===== config.mk =====
export PLATFORM = sky130hd
export DESIGN_NAME = oam_line_sprite_select_unit
export DESIGN_NICKNAME = d
export VERILOG_FILES = /design/src/design/oamls_pkg.sv /design/src/design/oamls_ram.sv /design/src/design/oam_line_sprite_select_unit.sv
export VERILOG_INCLUDE_DIRS = /design/src /design/src/design
export SDC_FILE = /design/constraint.sdc
export NUM_CORES = 2
export LEC_CHECK = 0
export ABC_AREA = 1
export BUFFER_PORTS_ARGS = -buffer_cell sky130_fd_sc_hd__buf_2
export CORE_MARGIN = 5
export CORE_UTILIZATION = 40
export CTS_CLUSTER_SIZE = 40
export DETAILED_ROUTE_END_ITERATION = 12
export PLACE_DENSITY = 0.61
export SYNTH_ARGS = -nofsm -noshare
export SYNTH_HDL_FRONTEND = slang
export SYNTH_SLANG_ARGS = --single-unit
export TNS_END_PERCENT = 20

===== constraint.sdc =====
create_clock -name clock -period 16.2 [get_ports clock]
set_clock_uncertainty 0.2 [all_clocks]
set_input_delay 3.24 -clock clock [delete_from_list [all_inputs] [get_ports clock]]
set_output_delay 3.24 -clock clock [all_outputs]
set_load 0.05 [all_outputs]

===== src/design/assert_macros.svh =====
// Assertion macros shared by the sprite select RTL.
`ifndef ASSERT_MACROS_SVH
`define ASSERT_MACROS_SVH

// Plain property, checked at every rising clock edge outside reset.
`define OAMLS_ASSERT(lbl, clk, rst, prop, msg) \
   lbl: assert property (@(posedge clk) disable iff (rst) (prop)) \
      else $error(msg);

// Same-cycle implication.
`define OAMLS_ASSERT_IMPL(lbl, clk, rst, pre, post, msg) \
   lbl: assert property (@(posedge clk) disable iff (rst) (pre) |-> (post)) \
      else $error(msg);

// Next-cycle implication.
`define OAMLS_ASSERT_NEXT(lbl, clk, rst, pre, post, msg) \
   lbl: assert property (@(posedge clk) disable iff (rst) (pre) |=> (post)) \
      else $error(msg);

`endif


===== src/design/oamls_pkg.sv =====
// Types, codes and constants of the line sprite select block.
`default_nettype none

package oamls_pkg;

   // Default sizes
   localparam int TABLE_ENTRIES_DEF = 40;
   localparam int MAX_PER_LINE_DEF  = 10;

   // Scan line bias: line + 16 is compared against the sprite y byte
   localparam int LINE_OFFSET = 16;

   // Request commands
   localparam logic [1:0] CMD_WRITE = 2'd0;
   localparam logic [1:0] CMD_READ  = 2'd1;
   localparam logic [1:0] CMD_SCAN  = 2'd2;

   // Response kinds
   localparam logic [1:0] KIND_READ   = 2'd0;
   localparam logic [1:0] KIND_WRITE  = 2'd1;
   localparam logic [1:0] KIND_SPRITE = 2'd2;
   localparam logic [1:0] KIND_EMPTY  = 2'd3;

   localparam logic [4:0] HEIGHT_RESET = 5'd8;
   localparam logic [7:0] READ_MISS   = 8'hFF;

   typedef logic [7:0] byte_type;
   typedef logic [5:0] slot_type;
   typedef logic [4:0] height_type;

   typedef struct packed {
      logic [1:0] command;
      byte_type   byte_address;
      byte_type   write_data;
      byte_type   line;
   } req_type;

   typedef struct packed {
      logic [1:0] kind;
      byte_type   read_data;
      byte_type   sprite_y;
      byte_type   sprite_x;
      byte_type   sprite_tile;
      byte_type   sprite_attr;
      slot_type   sprite_slot;
      logic       last;
   } rsp_type;

   // One table entry, y in the low byte
   typedef struct packed {
      byte_type attr;
      byte_type tile;
      byte_type x;
      byte_type y;
   } entry_type;

   // One selected sprite of the line list
   typedef struct packed {
      slot_type  slot;
      entry_type entry;
   } pick_type;

   typedef enum logic [2:0] {
      ST_IDLE,
      ST_WRITE,
      ST_READ,
      ST_SCAN,
      ST_EMIT
   } state_type;

endpackage

`default_nettype wire


===== src/design/oamls_ram.sv =====
// Generic single-port-write, single-port-read RAM with registered read data.
`default_nettype none

module oamls_ram #(
   parameter int WIDTH = 32,
   parameter int DEPTH = 40,
   localparam int AddrW = (DEPTH > 1) ? $clog2(DEPTH) : 1
) (
   input  wire logic             clock,
   input  wire logic             wr_en,
   input  wire logic [AddrW-1:0] wr_addr,
   input  wire logic [WIDTH-1:0] wr_data,
   input  wire logic [AddrW-1:0] rd_addr,
   output logic      [WIDTH-1:0] rd_data
);

   logic [WIDTH-1:0] mem_ff [DEPTH];
   logic [WIDTH-1:0] rd_data_ff;

   // Write port
   always_ff @(posedge clock) begin
      if (wr_en) begin
         mem_ff[wr_addr] <= wr_data;
      end
   end

   // Registered read port
   always_ff @(posedge clock) begin
      rd_data_ff <= mem_ff[rd_addr];
   end

   assign rd_data = rd_data_ff;

endmodule

`default_nettype wire


===== src/design/oam_line_sprite_select_unit.sv =====
// Sprite attribute table with per-line sprite selection, sorted by x.
//
// Channels: req_ carries one command (write byte, read byte, scan line); rsp_
// carries results. A transaction moves when valid is high and stall is low.
// csr_write_enable loads the 5-bit sprite height (8 after reset).
// Write and read: one result each (table read, then merge and write back or
// byte select into the output register).
// Scan: the table RAM is read one entry per cycle, and the walk ends early once
// MAX_PER_LINE sprites are held; hits are inserted in x order into a register
// row as they arrive. The row then drains 1 to MAX_PER_LINE results, one per
// cycle while the output register is not stalled.
// One command is worked at a time; the next is taken as soon as the last
// result sits in the output register, even while that result is stalled.
// A stalled output register holds its result; write, read and drain steps wait.
// Reset (synchronous) clears the entry valid bits, so the whole table reads
// as zero at once with no clearing pass; line count clears, height goes to 8.
// Out-of-range byte addresses: writes are dropped, reads return 0xFF.
`default_nettype none
`include "assert_macros.svh"

module oam_line_sprite_select_unit #(
   parameter int TABLE_ENTRIES = oamls_pkg::TABLE_ENTRIES_DEF,
   parameter int MAX_PER_LINE  = oamls_pkg::MAX_PER_LINE_DEF
) (
   input  wire logic                  clock,
   input  wire logic                  reset,
   input  wire logic                  csr_write_enable,
   input  wire oamls_pkg::height_type csr_write_data,
   input  wire logic                  req_valid,
   output logic                       req_stall,
   input  wire oamls_pkg::req_type    req_data,
   output logic                       rsp_valid,
   input  wire logic                  rsp_stall,
   output oamls_pkg::rsp_type         rsp_data
);

   localparam int AddrW = (TABLE_ENTRIES > 1) ? $clog2(TABLE_ENTRIES) : 1;
   localparam int IdxW  = $clog2(TABLE_ENTRIES + 1);
   localparam int ListW = (MAX_PER_LINE > 1) ? $clog2(MAX_PER_LINE) : 1;
   localparam int CntW  = $clog2(MAX_PER_LINE + 1);
   localparam int EntW  = $bits(oamls_pkg::entry_type);

   localparam logic [CntW-1:0] MaxCnt   = CntW'(MAX_PER_LINE);
   localparam logic [IdxW-1:0] LastIdx  = IdxW'(TABLE_ENTRIES);
   localparam logic [6:0]      TableTop = 7'(TABLE_ENTRIES);
   localparam logic [8:0]      LineBias = 9'(oamls_pkg::LINE_OFFSET);

   // Registers and next values
   oamls_pkg::state_type       state_ff, state_in;
   oamls_pkg::req_type         req_ff, req_in;
   oamls_pkg::height_type      height_ff, height_in;
   logic [TABLE_ENTRIES-1:0]   valid_ff, valid_in;
   logic                       rd_ok_ff, rd_ok_in;
   logic [IdxW-1:0]            scan_idx_ff, scan_idx_in;
   logic                       pend_ff, pend_in;
   logic [AddrW-1:0]           pend_idx_ff, pend_idx_in;
   logic [CntW-1:0]            count_ff, count_in;
   logic [CntW-1:0]            emit_ff, emit_in;
   oamls_pkg::pick_type        list_ff [MAX_PER_LINE];
   oamls_pkg::pick_type        list_in [MAX_PER_LINE];
   logic                       rsp_valid_ff, rsp_valid_in;
   oamls_pkg::rsp_type         rsp_ff, rsp_in;

   // RAM port
   logic [AddrW-1:0]           ram_rd_addr;
   logic [EntW-1:0]            ram_rd_bits;
   logic                       ram_wr_en;
   logic [EntW-1:0]            ram_wr_data;

   // Datapath helpers
   logic                       req_accept;
   logic                       out_free;
   logic                       held_in_range;
   logic [AddrW-1:0]           held_addr;
   logic [1:0]                 held_lane;
   oamls_pkg::entry_type       base_entry;
   logic [EntW-1:0]            merged_bits;
   oamls_pkg::byte_type        read_byte;
   logic [8:0]                 target;
   logic                       hit_match;
   logic                       hit;
   logic                       issue;
   logic                       scan_done;
   logic                       rsp_load;
   logic                       emit_last;
   oamls_pkg::pick_type        new_pick;
   oamls_pkg::pick_type        emit_pick;
   oamls_pkg::pick_type        list_ins [MAX_PER_LINE];
   oamls_pkg::pick_type        below    [MAX_PER_LINE];
   logic [MAX_PER_LINE-1:0]    gt;
   logic [MAX_PER_LINE-1:0]    prev_gt;

   oamls_ram #(
      .WIDTH (EntW),
      .DEPTH (TABLE_ENTRIES)
   ) u_table (
      .clock   (clock),
      .wr_en   (ram_wr_en),
      .wr_addr (held_addr),
      .wr_data (ram_wr_data),
      .rd_addr (ram_rd_addr),
      .rd_data (ram_rd_bits)
   );

   assign req_accept = req_valid && !req_stall;
   assign out_free   = !rsp_valid_ff || !rsp_stall;
   assign req_stall  = (state_ff != oamls_pkg::ST_IDLE);
   assign rsp_valid  = rsp_valid_ff;
   assign rsp_data   = rsp_ff;

   // Decode the held byte address
   assign held_addr     = req_ff.byte_address[AddrW+1:2];
   assign held_lane     = req_ff.byte_address[1:0];
   assign held_in_range = ({1'b0, req_ff.byte_address[7:2]} < TableTop);

   // Entries never written read as zero
   assign base_entry = rd_ok_ff ? oamls_pkg::entry_type'(ram_rd_bits)
                                : oamls_pkg::entry_type'('0);

   // Merge a written byte into the entry
   always_comb begin
      merged_bits                          = base_entry;
      merged_bits[{held_lane, 3'b000} +: 8] = req_ff.write_data;
   end
   assign ram_wr_data = merged_bits;

   // Select the read byte
   always_comb begin
      unique case (held_lane)
         2'd0:    read_byte = base_entry.y;
         2'd1:    read_byte = base_entry.x;
         2'd2:    read_byte = base_entry.tile;
         default: read_byte = base_entry.attr;
      endcase
   end

   // Line hit test on the entry in flight
   assign target    = {1'b0, req_ff.line} + LineBias;
   assign hit_match = (base_entry.x != '0)
                      && (target >= {1'b0, base_entry.y})
                      && (target < ({1'b0, base_entry.y} + 9'(height_ff)));
   assign hit       = pend_ff && (count_ff < MaxCnt) && hit_match;
   assign issue     = (scan_idx_ff < LastIdx);
   assign scan_done = (count_ff == MaxCnt) || (!pend_ff && !issue);
   assign new_pick  = '{slot: oamls_pkg::slot_type'(pend_idx_ff), entry: base_entry};

   // Stable insertion: each cell compares its x against the new sprite
   always_comb begin
      for (int k = 0; k < MAX_PER_LINE; k++) begin
         gt[k] = (CntW'(k) < count_ff) && (list_ff[k].entry.x > base_entry.x);
      end
      prev_gt[0] = 1'b0;
      below[0]   = new_pick;
      for (int k = 1; k < MAX_PER_LINE; k++) begin
         prev_gt[k] = gt[k-1];
         below[k]   = list_ff[k-1];
      end
      for (int k = 0; k < MAX_PER_LINE; k++) begin
         if (prev_gt[k]) begin
            list_ins[k] = below[k];
         end else if ((CntW'(k) == count_ff) || gt[k]) begin
            list_ins[k] = new_pick;
         end else begin
            list_ins[k] = list_ff[k];
         end
      end
   end

   // Head of the drain
   assign emit_pick = list_ff[emit_ff[ListW-1:0]];
   assign emit_last = ((emit_ff + CntW'(1)) == count_ff);

   // Next state and datapath control
   always_comb begin
      state_in    = state_ff;
      req_in      = req_ff;
      height_in   = csr_write_enable ? csr_write_data : height_ff;
      valid_in    = valid_ff;
      scan_idx_in = scan_idx_ff;
      pend_in     = 1'b0;
      pend_idx_in = pend_idx_ff;
      count_in    = count_ff;
      emit_in     = emit_ff;
      list_in     = list_ff;
      rsp_load    = 1'b0;
      rsp_in      = rsp_ff;
      ram_rd_addr = held_addr;
      ram_wr_en   = 1'b0;

      unique case (state_ff)
         oamls_pkg::ST_IDLE: begin
            ram_rd_addr = req_data.byte_address[AddrW+1:2];
            if (req_accept) begin
               req_in = req_data;
               if (req_data.command == oamls_pkg::CMD_WRITE) begin
                  state_in = oamls_pkg::ST_WRITE;
               end else if (req_data.command == oamls_pkg::CMD_READ) begin
                  state_in = oamls_pkg::ST_READ;
               end else if (req_data.command == oamls_pkg::CMD_SCAN) begin
                  state_in    = oamls_pkg::ST_SCAN;
                  scan_idx_in = '0;
                  count_in    = '0;
               end
            end
         end

         oamls_pkg::ST_WRITE: begin
            if (out_free) begin
               ram_wr_en = held_in_range;
               if (held_in_range) begin
                  valid_in[held_addr] = 1'b1;
               end
               rsp_load    = 1'b1;
               rsp_in      = '0;
               rsp_in.kind = oamls_pkg::KIND_WRITE;
               rsp_in.last = 1'b1;
               state_in    = oamls_pkg::ST_IDLE;
            end
         end

         oamls_pkg::ST_READ: begin
            if (out_free) begin
               rsp_load         = 1'b1;
               rsp_in           = '0;
               rsp_in.kind      = oamls_pkg::KIND_READ;
               rsp_in.read_data = held_in_range ? read_byte : oamls_pkg::READ_MISS;
               rsp_in.last      = 1'b1;
               state_in         = oamls_pkg::ST_IDLE;
            end
         end

         oamls_pkg::ST_SCAN: begin
            // Issue one entry read per cycle, test it the cycle after
            ram_rd_addr = scan_idx_ff[AddrW-1:0];
            if (hit) begin
               list_in  = list_ins;
               count_in = count_ff + CntW'(1);
            end
            if (scan_done) begin
               state_in = oamls_pkg::ST_EMIT;
               emit_in  = '0;
            end else begin
               pend_in     = issue;
               pend_idx_in = scan_idx_ff[AddrW-1:0];
               if (issue) begin
                  scan_idx_in = scan_idx_ff + IdxW'(1);
               end
            end
         end

         oamls_pkg::ST_EMIT: begin
            if (out_free) begin
               rsp_load = 1'b1;
               rsp_in   = '0;
               if (count_ff == '0) begin
                  rsp_in.kind = oamls_pkg::KIND_EMPTY;
                  rsp_in.last = 1'b1;
                  state_in    = oamls_pkg::ST_IDLE;
               end else begin
                  rsp_in.kind        = oamls_pkg::KIND_SPRITE;
                  rsp_in.sprite_y    = emit_pick.entry.y;
                  rsp_in.sprite_x    = emit_pick.entry.x;
                  rsp_in.sprite_tile = emit_pick.entry.tile;
                  rsp_in.sprite_attr = emit_pick.entry.attr;
                  rsp_in.sprite_slot = emit_pick.slot;
                  rsp_in.last        = emit_last;
                  emit_in            = emit_ff + CntW'(1);
                  if (emit_last) begin
                     state_in = oamls_pkg::ST_IDLE;
                  end
               end
            end
         end

         default: begin
            state_in = oamls_pkg::ST_IDLE;
         end
      endcase

      // Output register: load a new result, or drop the taken one
      if (rsp_load) begin
         rsp_valid_in = 1'b1;
      end else begin
         rsp_valid_in = rsp_valid_ff && rsp_stall;
      end

      // Track whether the entry being read was ever written
      rd_ok_in = valid_ff[ram_rd_addr];
   end

   // State register
   always_ff @(posedge clock) begin
      if (reset) begin
         state_ff <= oamls_pkg::ST_IDLE;
      end else begin
         state_ff <= state_in;
      end
   end

   // Control registers
   always_ff @(posedge clock) begin
      if (reset) begin
         height_ff    <= oamls_pkg::HEIGHT_RESET;
         valid_ff     <= '0;
         scan_idx_ff  <= '0;
         pend_ff      <= 1'b0;
         count_ff     <= '0;
         emit_ff      <= '0;
         rsp_valid_ff <= 1'b0;
      end else begin
         height_ff    <= height_in;
         valid_ff     <= valid_in;
         scan_idx_ff  <= scan_idx_in;
         pend_ff      <= pend_in;
         count_ff     <= count_in;
         emit_ff      <= emit_in;
         rsp_valid_ff <= rsp_valid_in;
      end
   end

   // Payload registers
   always_ff @(posedge clock) begin
      req_ff      <= req_in;
      rd_ok_ff    <= rd_ok_in;
      pend_idx_ff <= pend_idx_in;
      list_ff     <= list_in;
      rsp_ff      <= rsp_in;
   end

   // Checks
   `OAMLS_ASSERT(a_count_bound, clock, reset, count_ff <= MaxCnt, "line count above limit")
   `OAMLS_ASSERT_IMPL(a_load_free, clock, reset, rsp_load, out_free, "result overwritten while stalled")
   `OAMLS_ASSERT_IMPL(a_emit_range, clock, reset, (state_ff == oamls_pkg::ST_EMIT) && (count_ff != '0), emit_ff < count_ff, "drain index past line count")
   `OAMLS_ASSERT_NEXT(a_write_path, clock, reset, req_accept && (req_data.command == oamls_pkg::CMD_WRITE), state_ff == oamls_pkg::ST_WRITE, "write transaction lost")

endmodule

`default_nettype wire


Yosys cells after proc, flatten, opt, wreduce, memory -nomap -nowiden
Memory sizes are Yosys's and may differ from the RTL's. A register that Yosys moved wholly into a read port is not among the register bits.
Index checks and enable logic that the tools add are counted.
{"block": "op_classes", "n_mux": 71, "n_eq_ne": 34, "magnitude_cmp": 29, "shift": 2, "reduce_logical": 74, "bitwise": 4, "n_addsub": 6}
{"operator": "$mux 38", "n": 21}
{"operator": "$bmux 38 s4", "n": 1}
{"operator": "$mux 49", "n": 3}
{"operator": "$pmux 49 s3", "n": 1}
{"operator": "$gt 8x8->1", "n": 10}
{"operator": "$or 40x40->40", "n": 1}
{"operator": "$mux 6", "n": 6}
{"operator": "$reduce_and 3->1", "n": 11}
{"operator": "$bwmux 32", "n": 1}
{"operator": "$mux 32", "n": 1}
{"operator": "$mux 4", "n": 8}
{"operator": "$shift 8x7->32 const A", "n": 1}
{"operator": "$shiftx 8x7->32", "n": 1}
{"operator": "$mux 3", "n": 9}
{"operator": "$ne 2x2->1 const B", "n": 12}
{"operator": "$pmux 6 s2", "n": 2}
{"operator": "$pmux 8 s3", "n": 1}
{"operator": "$reduce_bool 2->1", "n": 11}
{"operator": "$logic_and 1x1->1", "n": 18}
{"operator": "$eq 3x4->1 const A", "n": 4}
{"operator": "$lt 3x4->1 const A", "n": 4}
{"operator": "$pmux 4 s2", "n": 2}
{"operator": "$lt 6x7->1 const B", "n": 2}
{"operator": "$logic_or 1x1->1", "n": 12}
{"operator": "other kinds (46)", "n": 77}
{"block": "word_totals", "wordCells": 292, "inputBits": 36, "output_inout_bits": 51, "memories": 1, "ramBits": 1280, "reg_bits": 524}
{"name": "u_table.mem_ff", "depth": 40, "word_bits": 32, "read_ports": 1, "rd_clocked_by_memory_dff": 1, "write_ports": 1, "line": "oamls_ram.sv:17", "rtl": "logic [WIDTH-1:0] mem_ff [DEPTH];"}

Longest topological paths before layout
{"block": "logic_depth", "word_depth": 7, "mapped_depth": 25, "mapped_depth_nobuf": 24}

Modules after synthesis
A second synthesis with hierarchy kept.
{"block": "unflattened", "cells_unflattened": 7299, "area_unflattened_um2": 79730.2}
{"module": "oamls_ram", "seq_area_each_um2": 39077.5, "cells_each": 4183, "area_per_inst_um2": 51902.3, "n_inst": 1}
{"module": "oam_line_sprite_select_unit", "seq_area_each_um2": 15084.5, "cells_each": 3116, "area_per_inst_um2": 27827.9, "n_inst": 1}

Worst setup path before layout
Ideal clock, no wire load.
{"block": "synth_timing", "path_kind": "reg-to-reg", "start": "register rd_ok_ff", "end": "register list_ff, in the netlist below[0], enable pin", "setup_slack_ps": 9789, "n_path_buf": 2, "setup_ps": 480, "period_less_slack_ps": 6411, "t_required_ps": 15520, "arrival_time_ps": 5730, "path_stages_with_launch": 20, "cell_sequence": "dfxtp_1 -> buf_2 -> buf_1 -> nand2_1 -> inv_1 -> ha_1 -> ha_1 -> or2_2 -> nand3_1 -> a31oi_1 -> nand2_1 -> a21oi_1 -> xor2_1 -> ha_1 -> a21oi_1 -> o21a_1 -> nand2_1 -> nor2_1 -> nand4_1 -> nor3_1"}
{"element": "from (decl)", "line": "oam_line_sprite_select_unit.sv:53", "rtl": "logic rd_ok_ff, rd_ok_in;"}
{"element": "from (signal assigned)", "line": "oam_line_sprite_select_unit.sv:324", "rtl": "rd_ok_ff <= rd_ok_in;"}
{"element": "to (signal assigned)", "line": "oam_line_sprite_select_unit.sv:326", "rtl": "list_ff <= list_in;"}
{"element": "to (decl)", "line": "oam_line_sprite_select_unit.sv:59", "rtl": "oamls_pkg::pick_type list_ff [MAX_PER_LINE];"}

Worst setup path after layout
{"block": "layout_timing", "start": "input req_data[18] (netlist bit)", "end": "register u_table.rd_data_ff[23] (netlist: u_table.rd_data[23]) (read register of u_table.mem_ff)"}
{"block": "layout_via", "elab_chain_cells": 1}
{"element": "from (decl)", "line": "oam_line_sprite_select_unit.sv:31", "rtl": "input wire oamls_pkg::req_type req_data,"}
{"element": "$pmux 6 s2", "line": "oam_line_sprite_select_unit.sv:190", "rtl": "unique case (state_ff)"}
{"element": "to (decl)", "line": "oamls_ram.sv:18", "rtl": "logic [WIDTH-1:0] rd_data_ff;"}
Every way passes these cells.
A chain may end at the register's enable or synchronous reset.

==> flow_summary.yaml <==
synth:
  synth_top_family_by_area: "simple AND/OR/NAND/NOR gates"
  synth_area_sq_um: 84200
  synth_area_per_cell_sq_um: 10.2
  synth_cell_types: 44
  synthFlopType: "edfxtp_1"
  yosys.area_share.adder: 0.0163
  synth_seq_cells: 1836
  synth_area_leaders: "edfxtp_1 (62%), nand3_1 (6.6%), nand2_1 (6.0%)"
  synth-simple-area-share: 0.183
  synth_top_area_frac: 0.620
  synth_common_cells: "edfxtp_1 (1739), nand2_1 (1354), inv_1 (1242)"
  ys_seq_area_frac: 0.643
  synthMuxAreaShare: 0
  synthXorXnorAreaFrac: 0.00135
  synth_top_area_cell: "edfxtp_1"
  yosys_warnings: 0
  synth-compound-area-share: 0.0706
  synth_edf_count: 1739
  syn-num-nets: 8368
  synth_most_common_cell: "edfxtp_1"
  syn_inst: 8222
  async_flop_share: 0
outcome:
  outcome: "complete, no violations"
floorplanning:
  ioPinCount: 87
  core_area_sq_um: 210000
  die_height_um: 469
  die_w_um: 469
  dieArea_sq_um: 220000
  initial_utilization: 0.402
  rows: 168
critical_path:
  critPathLaunchType: "primary input"
  crit_type: "in2reg"
  path_cells: "buf_2, nand3b_1, buf_4, nand3_4, buf_12, buf_4, buf_4, nand2_1, nand3_1, nand3_1, nand3_1, nand3_1, nand3_1, nand2_1"
  cp-end-kind: "flop"
  cp.arrival_ns: 7.64
  crit_required_ns: 16.72
  slowest_stage: "buf_4"
  cpPeakStageDelay_ns: 0.80
  cpMostUsedCell: "nand3_1"
  cp_max_fo: 188
grt:
  grt_pass1_vias: 58700
  overflow: 0
  antenna_found_initial: 6
  grt_start_max_net_pins: 189
  grt_usage: 0.226
  grt_pass1_wl_mm: 378
route:
  drcViolationCount: 0
  drtIter0Drc: 7515
  wire_per_inst_um: 23.0
  via_per_inst: 5.62
  route.vias.total: 62100
  wirelength_mm: 255
  antenna_left: 0
  dr.pass1.iters: 8
timing:
  timing.final.crit_share: 0.440
  fmax_mhz: 140
  hold_viol_final: 0
  worst_slew_pin_slew_ns: 1.18
  relSlewSlack: 0.213
  period_needed_ns: 7.13
  setup_viol: 0
  slew_viol_final: 0
  rsz0062_at_grt: "no"
  setup_tns_ns: 0
clock_tree:
  worstSkewPairLatency_ns: 0.84
  root_buffer: "clkbuf_16"
  holdBufCountCts: 0
  cts_tree: "built"
  cts_inserted_buffers: 193
  h-tree-depth: 4
  path_clk_slew_ns: 0.06
  clock-sinks: 1836
  post_cts_buffers: 0
  cts_resized: 0
  clockBufferDepth: 3
worst_hold_path:
  hold_path.class: "reg2reg"
cells_and_area:
  layout-drive-gt1-share: 0.0764
  area_growth_pct: 11.5
  n_fill_cell: 19400
  layoutNonFillerInstCount: 11100
  layout.nets: 8236
place:
  dp_hpwl_mm: 142
  place.port_buffers: 86
  dp.cells: 10700
  routabilityCongestion: 0.834
flow_run:
  cap_violations: 0
power_and_ir_drop:
  power.density_nw_per_um2: 192
  peakVddDrop_mv: 0.163
  leakage_nw: 36.5
metrics by stage:
stage	setup WS, ns	utilization	instance area (sq um)	hold slack, ns	total power [mW]
after global placement	8.57	0.418	87700	0.245	13.5
final	9.07	0.448	93900	0.259	18.1
after global routing	8.95	0.448	93900	0.277	19.0
after detailed placement	8.45	0.418	87700	0.247	13.7
after CTS	9.32	0.448	93900	0.259	18.0
after floorplan	9.79	-	84200	0.224	11.1
layout by cell type, fill, tap and decap left out, types with 6 or more instances in the layout:
| cell type | synthesis | layout |
|---|---|---|
| xor2_1 | 8 | 8 |
| o21a_2 | 0 | 6 |
| ha_1 | 110 | 110 |
| nor2_1 | 350 | 307 |
| nand3_1 | 1115 | 1114 |
| inv_1 | 1242 | 1240 |
| nor3_1 | 31 | 26 |
| a21oi_1 | 201 | 199 |
| buf_2 | 218 | 86 |
| o211ai_1 | 75 | 75 |
| o22ai_2 | 0 | 24 |
| o21a_1 | 18 | 12 |
| a211oi_1 | 12 | 12 |
| buf_4 | 18 | 153 |
| clkinv_1 | 3 | 41 |
| dfxtp_1 | 97 | 94 |
| nand4_1 | 506 | 506 |
| o22ai_1 | 32 | 8 |
| edfxtp_1 | 1739 | 1739 |
| o32ai_4 | 0 | 8 |
| o21ai_0 | 640 | 640 |
| clkbuf_8 | 0 | 10 |
| nor2_4 | 1 | 45 |
| bufinv_16 | 0 | 13 |
| clkbuf_16 | 0 | 195 |
| clkbuf_1 | 270 | 51 |
| o221ai_1 | 65 | 65 |
| nand2_1 | 1354 | 1352 |
| clkinv_2 | 0 | 38 |
final timing paths:
path,to,startpoint,cells after the start,slack (ns)
max,u_table.rd_data[23],req_data[18],14,9.07
min,pend_idx_ff[5],scan_idx_ff[5],0,0.26
max reg2reg,below[252],rd_ok_ff,22,10.11
min reg2reg,pend_idx_ff[5],scan_idx_ff[5],0,0.26
critical path: cells and delay by family:
| family | cells | cell delay, ns |
|---|---|---|
| simple gates | 9 | 1.42 |
| buf+inv | 5 | 2.62 |
cells by family (layout without fill, tap and decap cells):
kind of cell | after synthesis | after routing
compound gates | 1066 | 1066
xor+xnor | 13 | 13
fa+ha+maj | 110 | 110
buf+inv | 1821 | 1853
flops | 1836 | 1836
other cells | 0 | 1
simple gates | 3376 | 3376
registers in the layout (all words and copies together), names as in the netlist, 3 cells and up:
name and count:
pend_idx_ff 6, held_addr 6, below 342, list_ff 38, u_table.rd_data 32, emit_ff 4
count_ff 4, valid_ff 40, rsp_data 49, u_table.mem_ff 1280, state_ff 3, scan_idx_ff 6
req_ff 16, height_ff 5
per-layer routing:
metal	vias up	track usage	routed length, um
met4	2	0.0908	10400
met1	30300	0.303	102000
met3	541	0.0388	23400
li1	28300	-	-
met5	-	0	9
met2	3014	0.366	119000
final cells by class:
cell class | instances | area, sq um | area share
Clock buffer | 256 | 5210 | 0.0555
Inverter | 1250 | 4700 | 0.0500
Multi-Input combinational cell | 4565 | 23600 | 0.252
Timing Repair Buffer | 244 | 1680 | 0.0179
Sequential cell | 1836 | 54200 | 0.577
Clock inverter | 103 | 976 | 0.0104
Tap cell | 2805 | 3510 | 0.0374
Antenna cell | 1 | 2.50 | 0.0000267
power breakdown:
part	internal [mW]	total [mW]	switching [mW]
clock network	2.47	4.36	1.88
registers	5.84	6.00	0.166
logic	1.93	7.70	5.77
Power figures use the tool's default switching activity.
